$ cat src/b64e_pkg.sv
// Package for the base64 stream encoder: item structs, the queued group type
// and the alphabet lookup. No dependencies.
package b64e_pkg;

    // ASCII codes used by the alphabet and the fill character
    localparam logic [7:0] CHAR_UPPER_A = 8'h41;
    localparam logic [7:0] CHAR_LOWER_A = 8'h61;
    localparam logic [7:0] CHAR_ZERO    = 8'h30;
    localparam logic [7:0] CHAR_PLUS    = 8'h2B;
    localparam logic [7:0] CHAR_SLASH   = 8'h2F;
    localparam logic [7:0] CHAR_PAD     = 8'h3D;

    // Sextet boundaries between alphabet ranges
    localparam logic [5:0] SEXTET_LOWER = 6'd26;
    localparam logic [5:0] SEXTET_DIGIT = 6'd52;
    localparam logic [5:0] SEXTET_PLUS  = 6'd62;

    // Number of characters in one encoded group
    localparam int unsigned GROUP_CHARS = 4;

    // Input item
    typedef struct packed {
        logic [7:0] data_byte;
        logic       end_of_message;
    } b64e_in_t;

    // Result item
    typedef struct packed {
        logic [7:0] out_char;
        logic       run_last;
    } b64e_out_t;

    // One 24-bit group handed from front to back, with its '=' fill count (0..2)
    typedef struct packed {
        logic [23:0] bits;
        logic [1:0]  pad_cnt;
    } b64e_group_t;

    // Map a sextet to its character of the standard alphabet
    function automatic logic [7:0] b64e_char(input logic [5:0] sextet);
        logic [7:0] ch;
        if (sextet < SEXTET_LOWER) begin
            ch = CHAR_UPPER_A + {2'b00, sextet};
        end else if (sextet < SEXTET_DIGIT) begin
            ch = CHAR_LOWER_A + {2'b00, sextet - SEXTET_LOWER};
        end else if (sextet < SEXTET_PLUS) begin
            ch = CHAR_ZERO + {2'b00, sextet - SEXTET_DIGIT};
        end else if (sextet == SEXTET_PLUS) begin
            ch = CHAR_PLUS;
        end else begin
            ch = CHAR_SLASH;
        end
        return ch;
    endfunction

endpackage

$ cat src/b64e_front.sv
// Front end of the base64 encoder: accepts bytes, holds up to two pending bytes
// and pushes complete or flushed groups into the queue. Uses b64e_pkg.
module b64e_front (
    input  logic                  aclk,
    input  logic                  aresetn,
    input  logic                  s_valid,
    output logic                  s_ready,
    input  b64e_pkg::b64e_in_t    s_data,
    input  logic                  q_full,
    output logic                  q_push,
    output b64e_pkg::b64e_group_t q_group
);

    logic [15:0] pend_bytes_reg, pend_bytes_next;
    logic [1:0]  pend_cnt_reg, pend_cnt_next;
    logic        accept;
    logic        completes;

    assign s_ready = !q_full;
    assign accept  = s_valid && s_ready;

    // Classify the byte: a group completes on the third byte or on end of message
    always_comb begin
        completes       = (pend_cnt_reg >= 2'd2) || s_data.end_of_message;
        q_group.bits    = {pend_bytes_reg, s_data.data_byte};
        q_group.pad_cnt = 2'd0;
        pend_bytes_next = pend_bytes_reg;
        pend_cnt_next   = pend_cnt_reg;
        unique case (pend_cnt_reg)
            2'd0: begin
                q_group.bits    = {s_data.data_byte, 16'h0000};
                q_group.pad_cnt = 2'd2;
            end
            2'd1: begin
                q_group.bits    = {pend_bytes_reg[15:8], s_data.data_byte, 8'h00};
                q_group.pad_cnt = 2'd1;
            end
            default: begin
                // full group, no fill
                q_group.pad_cnt = 2'd0;
            end
        endcase
        if (accept) begin
            if (completes) begin
                pend_bytes_next = 16'h0000;
                pend_cnt_next   = 2'd0;
            end else if (pend_cnt_reg == 2'd0) begin
                pend_bytes_next = {s_data.data_byte, 8'h00};
                pend_cnt_next   = 2'd1;
            end else begin
                pend_bytes_next = {pend_bytes_reg[15:8], s_data.data_byte};
                pend_cnt_next   = 2'd2;
            end
        end
    end

    assign q_push = accept && completes;

    // Hold pending bytes
    always_ff @(posedge aclk) begin
        if (!aresetn) begin
            pend_bytes_reg <= 16'h0000;
            pend_cnt_reg   <= 2'd0;
        end else begin
            pend_bytes_reg <= pend_bytes_next;
            pend_cnt_reg   <= pend_cnt_next;
        end
    end

    a_cnt_range: assert property (@(posedge aclk) disable iff (!aresetn)
        pend_cnt_reg != 2'd3)
        else $error("pending count reached three");
    a_push_guard: assert property (@(posedge aclk) disable iff (!aresetn)
        q_push |-> !q_full)
        else $error("group pushed into a full queue");
    a_flush_clears: assert property (@(posedge aclk) disable iff (!aresetn)
        q_push |=> pend_cnt_reg == 2'd0)
        else $error("pending state not cleared after group");

endmodule

$ cat src/b64e_queue.sv
// Small group queue between front and back of the base64 encoder.
// Uses b64e_pkg for the entry type.
module b64e_queue #(
    parameter int unsigned DEPTH = 2
) (
    input  logic                  aclk,
    input  logic                  aresetn,
    input  logic                  push,
    input  b64e_pkg::b64e_group_t push_group,
    output logic                  full,
    input  logic                  pop,
    output logic                  empty,
    output b64e_pkg::b64e_group_t head_group
);

    localparam int unsigned PTR_W = (DEPTH > 1) ? $clog2(DEPTH) : 1;
    localparam int unsigned CNT_W = $clog2(DEPTH + 1);
    localparam logic [PTR_W-1:0] PTR_LAST = PTR_W'(DEPTH - 1);
    localparam logic [CNT_W-1:0] CNT_FULL = CNT_W'(DEPTH);

    b64e_pkg::b64e_group_t entry_reg [DEPTH];
    logic [PTR_W-1:0] wr_ptr_reg, wr_ptr_next;
    logic [PTR_W-1:0] rd_ptr_reg, rd_ptr_next;
    logic [CNT_W-1:0] cnt_reg, cnt_next;
    logic             do_push, do_pop;

    assign full       = (cnt_reg == CNT_FULL);
    assign empty      = (cnt_reg == '0);
    assign do_push    = push && !full;
    assign do_pop     = pop && !empty;
    assign head_group = entry_reg[rd_ptr_reg];

    // Advance pointers with wrap at the last entry
    always_comb begin
        wr_ptr_next = wr_ptr_reg;
        rd_ptr_next = rd_ptr_reg;
        cnt_next    = cnt_reg;
        if (do_push) begin
            wr_ptr_next = (wr_ptr_reg == PTR_LAST) ? '0 : wr_ptr_reg + 1'b1;
        end
        if (do_pop) begin
            rd_ptr_next = (rd_ptr_reg == PTR_LAST) ? '0 : rd_ptr_reg + 1'b1;
        end
        unique case ({do_push, do_pop})
            2'b10:   cnt_next = cnt_reg + 1'b1;
            2'b01:   cnt_next = cnt_reg - 1'b1;
            default: cnt_next = cnt_reg;
        endcase
    end

    always_ff @(posedge aclk) begin
        if (!aresetn) begin
            wr_ptr_reg <= '0;
            rd_ptr_reg <= '0;
            cnt_reg    <= '0;
        end else begin
            wr_ptr_reg <= wr_ptr_next;
            rd_ptr_reg <= rd_ptr_next;
            cnt_reg    <= cnt_next;
        end
    end

    // Store entries
    always_ff @(posedge aclk) begin
        if (do_push) begin
            entry_reg[wr_ptr_reg] <= push_group;
        end
    end

    a_cnt_bound: assert property (@(posedge aclk) disable iff (!aresetn)
        cnt_reg <= CNT_FULL)
        else $error("queue count beyond depth");
    a_pop_nonempty: assert property (@(posedge aclk) disable iff (!aresetn)
        pop |-> !empty)
        else $error("pop from empty queue");

endmodule

$ cat src/b64e_back.sv
// Back end of the base64 encoder: takes one group from the queue and sends
// its four characters, one per cycle while m_ready allows, through an output register. Uses b64e_pkg.
module b64e_back (
    input  logic                  aclk,
    input  logic                  aresetn,
    input  logic                  q_empty,
    input  b64e_pkg::b64e_group_t q_group,
    output logic                  q_pop,
    output logic                  m_valid,
    input  logic                  m_ready,
    output b64e_pkg::b64e_out_t   m_data
);

    localparam logic [1:0] IDX_LAST = 2'(b64e_pkg::GROUP_CHARS - 1);

    logic                  busy_reg, busy_next;
    b64e_pkg::b64e_group_t grp_reg, grp_next;
    logic [1:0]            idx_reg, idx_next;
    logic                  m_valid_reg, m_valid_next;
    b64e_pkg::b64e_out_t   m_data_reg, m_data_next;
    logic                  out_load;
    logic                  finishing;
    logic [5:0]            sextet;
    logic                  is_pad;

    assign out_load  = busy_reg && (!m_valid_reg || m_ready);
    assign finishing = out_load && (idx_reg == IDX_LAST);
    assign q_pop     = !q_empty && (!busy_reg || finishing);

    // Pick the sextet for the current character, most significant first
    always_comb begin
        unique case (idx_reg)
            2'd0:    sextet = grp_reg.bits[23:18];
            2'd1:    sextet = grp_reg.bits[17:12];
            2'd2:    sextet = grp_reg.bits[11:6];
            default: sextet = grp_reg.bits[5:0];
        endcase
        is_pad = ({1'b0, idx_reg} >= (3'd4 - {1'b0, grp_reg.pad_cnt}));
    end

    // Advance through the group and load the output register
    always_comb begin
        busy_next    = busy_reg;
        grp_next     = grp_reg;
        idx_next     = idx_reg;
        m_valid_next = m_valid_reg;
        m_data_next  = m_data_reg;
        if (m_valid_reg && m_ready) begin
            m_valid_next = 1'b0;
        end
        if (out_load) begin
            m_valid_next         = 1'b1;
            m_data_next.out_char = is_pad ? b64e_pkg::CHAR_PAD : b64e_pkg::b64e_char(sextet);
            m_data_next.run_last = (idx_reg == IDX_LAST);
            idx_next             = idx_reg + 1'b1;
            if (finishing) begin
                busy_next = 1'b0;
            end
        end
        if (q_pop) begin
            busy_next = 1'b1;
            grp_next  = q_group;
            idx_next  = 2'd0;
        end
    end

    always_ff @(posedge aclk) begin
        if (!aresetn) begin
            busy_reg    <= 1'b0;
            idx_reg     <= 2'd0;
            m_valid_reg <= 1'b0;
        end else begin
            busy_reg    <= busy_next;
            idx_reg     <= idx_next;
            m_valid_reg <= m_valid_next;
        end
    end

    // Hold payload without reset
    always_ff @(posedge aclk) begin
        grp_reg    <= grp_next;
        m_data_reg <= m_data_next;
    end

    assign m_valid = m_valid_reg;
    assign m_data  = m_data_reg;

    a_idx_busy: assert property (@(posedge aclk) disable iff (!aresetn)
        idx_reg != 2'd0 |-> busy_reg)
        else $error("character index moved while idle");
    a_last_mark: assert property (@(posedge aclk) disable iff (!aresetn)
        finishing |=> m_valid && m_data.run_last)
        else $error("end of run not marked on fourth character");
    a_pad_limit: assert property (@(posedge aclk) disable iff (!aresetn)
        busy_reg |-> grp_reg.pad_cnt != 2'd3)
        else $error("group with three fill characters");

endmodule

$ cat src/base64_stream_encoder_top.sv
// Base64 stream encoder, standard alphabet with '=' fill.
// The group of a completing byte passes through the queue, the back end group register and the output register.
// Throughput: one byte per cycle while the group queue has room; one character
// per cycle out while m_ready allows; 4 characters per 3 bytes on full groups,
// up to 4 per byte when every byte ends a message, set by the single output port.
// Reset (aresetn low, synchronous) clears pending bytes, the queue and output valid.
module base64_stream_encoder_top #(
    parameter int unsigned QUEUE_DEPTH = 2
) (
    input  logic                aclk,
    input  logic                aresetn,
    input  logic                s_valid,
    output logic                s_ready,
    input  b64e_pkg::b64e_in_t  s_data,
    output logic                m_valid,
    input  logic                m_ready,
    output b64e_pkg::b64e_out_t m_data
);

    logic                  q_push;
    logic                  q_full;
    logic                  q_pop;
    logic                  q_empty;
    b64e_pkg::b64e_group_t push_group;
    b64e_pkg::b64e_group_t head_group;

    // Accept and group bytes
    b64e_front u_front (
        .aclk    (aclk),
        .aresetn (aresetn),
        .s_valid (s_valid),
        .s_ready (s_ready),
        .s_data  (s_data),
        .q_full  (q_full),
        .q_push  (q_push),
        .q_group (push_group)
    );

    // Decouple front and back
    b64e_queue #(
        .DEPTH (QUEUE_DEPTH)
    ) u_queue (
        .aclk       (aclk),
        .aresetn    (aresetn),
        .push       (q_push),
        .push_group (push_group),
        .full       (q_full),
        .pop        (q_pop),
        .empty      (q_empty),
        .head_group (head_group)
    );

    // Emit characters
    b64e_back u_back (
        .aclk    (aclk),
        .aresetn (aresetn),
        .q_empty (q_empty),
        .q_group (head_group),
        .q_pop   (q_pop),
        .m_valid (m_valid),
        .m_ready (m_ready),
        .m_data  (m_data)
    );

endmodule

$ cat config.mk
export PLATFORM = sky130hd
export DESIGN_NAME = base64_stream_encoder_top
export DESIGN_NICKNAME = d
export VERILOG_FILES = /design/src/b64e_pkg.sv /design/src/b64e_front.sv /design/src/b64e_queue.sv /design/src/b64e_back.sv /design/src/base64_stream_encoder_top.sv
export SDC_FILE = /design/constraint.sdc
export NUM_CORES = 1
export LEC_CHECK = 0
export BUFFER_PORTS_ARGS = -buffer_cell sky130_fd_sc_hd__buf_4
export CAP_MARGIN = 20
export CORE_ASPECT_RATIO = 0.6
export CORE_MARGIN = 2
export CORE_UTILIZATION = 56
export CTS_BUF_LIST = sky130_fd_sc_hd__clkbuf_8 sky130_fd_sc_hd__clkbuf_16
export CTS_CLUSTER_SIZE = 40
export DETAILED_ROUTE_END_ITERATION = 16
export HOLD_SLACK_MARGIN = 0.06
export PLACE_DENSITY = 0.86
export SYNTH_ARGS = -nofsm -noshare
export SYNTH_HDL_FRONTEND = slang
export SYNTH_SLANG_ARGS = --single-unit
$ cat constraint.sdc
create_clock -name aclk -period 6.69 [get_ports aclk]
set_input_delay 0.669 -clock aclk [delete_from_list [all_inputs] [get_ports aclk]]
set_output_delay 0.669 -clock aclk [all_outputs]
set_load 0.01 [all_outputs]
==> summary.md <==
| Metric | Value |
|---|---|
| Status | `completed` |
| Worst-path clk slew | `0.05 ns` |
| Initial core utilization | `0.584` |
| Area after DPL | `5330 µm²` |
| Setup Buffers After CTS | `0` |
| Clock network power share | `0.287` |
| Final period demand of the worst path | `3.15 ns` |
| Most frequent cells in the layout | `edfxtp_1, mux2_2, buf_4, dfxtp_1, nor2b_1` |
| Ys flop type | `edfxtp_1` |
| Tcrit/Tclk final | `0.470` |
| Slew Limit Fails | `0` |
| Num Clock Sinks | `113` |
| CTS root buf | `clkbuf_16` |
| Starting DRT DRC Count | `329` |
| Synth top area cells | `edfxtp_1, dfxtp_1, mux2_2` |
| Max-Cap Viols | `0` |
| Cell Area, Synth | `5010 µm²` |
| Achievable Freq | `318 MHz` |
| Crit Path Max Fanout | `6` |
| Switching Fraction | `0.342` |
| Die Span X | `126 µm` |
| HP Class | `register to register` |
| Synth top area share | `0.521` |
| Sequential share of power | `0.339` |
| Tot Pwr | `3220 µW` |
| Avg Cell Area, Syn | `13.7 µm²` |
| Die H | `77.3 µm` |
| Sequential-to-total area share from yosys stat | `0.625` |
| Cts repair resizes | `0` |
| Drt pass-1 iters | `5` |
| Post-synthesis simple-gate area fraction | `0.0824` |
| Final setup fails | `0` |
| EDFF count, synth | `87` |
| Combinational share of power | `0.374` |
| Initial antenna violation count | `0` |
| Startpoint types | `register` |
| Total number of vias | `3125` |
| Dominant cell type by area after synthesis | `edfxtp_1` |
| Placer Congestion | `0.928` |
| Grt total ovfl | `0` |
| CTS max path bufs | `2` |
| Number of remaining DRC errors | `0` |
| TritonCTS clock tree | `yes` |
| RSZ-0062 raised after global routing | `no` |
| Count of state elements after synthesis | `113` |
| Gate Count Post-Synth | `366` |
| Fin area | `5940 µm²` |
| Max FFs per register | `52` |
| Hold Buf Count CTS | `0` |
| Max rail drop VDD | `0.243 mV` |
| Post-synthesis compound-gate area fraction | `0.119` |
| Cts bufs inserted | `17` |
| Crit end category | `register` |
| IO Pins | `24` |
| Row count | `26` |
| Yosys cell types | `50` |
| Total GRT Usage | `0.235` |
| Largest family of logic cells by synthesized area | `compound AO/OA/AOI/OAI gates` |
| Commonest non-fill, non-tap cell in the layout | `edfxtp_1` |
| Htree depth | `4` |
| Clk Latency, worst-skew pair | `0.41 ns` |
| Vias per inst | `5.93` |
| Diodes inserted | `0` |
| Post-Synth Adder-Cell Area | `0.0394` |
| Mux cell area share after synthesis | `0.0921` |
| Largest net degree at the start of global routing | `29` |
| Area grow syn2layout | `18.4%` |
| First-pass GRT wire length | `17.1 mm` |
| Max transition margin | `0.241` |
| Routed wire length | `10.3 mm` |
| Slew @ Worst Pin | `1.13 ns` |
| Setup TNS | `0 ns` |
| Fin. Hold Viols | `0` |
| Syn. warnings | `0` |
| Number of global-route vias before repair | `3214` |
| Layout cells sized above 1 | `0.260` |
| Leak | `0.00216 µW` |
| Req. time, crit path | `6.97 ns` |
| P_int | `2120 µW` |
| Arrival time at the worst endpoint | `3.43 ns` |
| Worst Clk Skew | `0.00771 ns` |
| Syn Nets | `394` |
| NetSw | `1100 µW` |
| CORE AREA | `8590 µm²` |
| Nets | `430` |
| Cell area power density | `542 nW/µm²` |
| WL/cell | `19.6 µm` |
| Post-Synth XOR/XNOR Area | `0.0192` |
| Post-DP HPWL | `6.77 mm` |
| CP Class | `register to register` |
| Port buffer count | `23` |
| DIE AREA | `9750 µm²` |
| Fraction of registers with async set/reset | `0` |
| Reg2reg setup slack | `3.54 ns` |
| Final ANT Viol Nets | `0` |
[cell usage after synthesis, types with 4 or more instances]
library cell and number:
a222oi_1 6, nand2_1 9, o31ai_1 4, o21ai_1 4, nand3_1 4, clkbuf_1 8
a21oi_1 11, mux2_2 36, o21ai_0 10, edfxtp_1 87, a22oi_1 17, nor2_1 16
and2_1 12, inv_1 16, xnor2_1 8, a22o_1 8, nor2b_1 21, ha_1 15
dfxtp_1 26
[stage by stage]
stage	utilization	setup slack [ns]	hold WS, ns	instances
after CTS	0.691	3.59	0.493	527
after detailed placement	0.620	3.60	0.487	495
after floorplan	-	3.48	0.456	366
after global placement	0.620	3.62	0.475	495
after global routing	0.691	3.27	0.542	527
final	0.691	3.54	0.487	527
[area by class of cell]
| cell class | instances | area, µm² |
|---|---|---|
| clock buffer | 18 | 439 |
| clock inverter | 14 | 171 |
| fill | 605 | 2650 |
| inverter | 20 | 76.3 |
| multi-input combinational | 223 | 1770 |
| sequential | 113 | 3130 |
| tap | 112 | 140 |
| timing repair buffer | 27 | 203 |
[per-layer routing]
layer / global-route usage / wire length (µm) / vias to the layer above
met2: 0.349 / 4560 / 112
met5: 0 / 0 / -
met1: 0.331 / 4930 / 1535
met4: 0.0912 / 123 / 0
met3: 0.0649 / 718 / 11
li1: - / - / 1467
[logic make-up (layout without fill, tap and decap cells)]
| kind of cell | Yosys count | in the layout |
|---|---|---|
| fa+ha+maj | 16 | 16 |
| compound gates | 80 | 80 |
| mux | 40 | 40 |
| buf+inv | 30 | 79 |
| simple gates | 76 | 76 |
| flops | 113 | 113 |
| xor+xnor | 11 | 11 |
[worst max-delay path: stages, from the launching register on]
cell and delay [ns]:
dfxtp_1 0.36, inv_1 0.11, ha_1 0.30, a222oi_1 0.79, mux2i_4 0.23, clkinv_2 0.15
ha_1 0.26, nor2_1 0.07, o31ai_1 0.33, a21oi_1 0.11, a31oi_1 0.18, o31a_1 0.14
[path summary, 6_finish.rpt]
check                                                    start                        endpoint  cells past startpoint
worst min-delay path              u_back.busy_reg$_SDFFE_PN0P_     u_back.m_valid$_SDFFE_PN0P_                      2
worst min register to register    u_back.busy_reg$_SDFFE_PN0P_     u_back.m_valid$_SDFFE_PN0P_                      2
worst max register to register  u_back.idx_reg[0]$_SDFFE_PP0P_  u_back.m_data[7]$_SDFFCE_PP0P_                     11
worst max-delay path            u_back.idx_reg[0]$_SDFFE_PP0P_  u_back.m_data[7]$_SDFFCE_PP0P_                     11
[power groups by stage]
stage / clock [µW] / combinational [µW] / sequential [µW]
floorplan: 0 / 856 / 1080
global placement: 0 / 1160 / 1100
detailed placement: 0 / 1160 / 1100
CTS: 934 / 1180 / 1090
global route: 967 / 1340 / 1110
finish: 923 / 1200 / 1090
No activity file was read; power rests on OpenSTA's default activity.
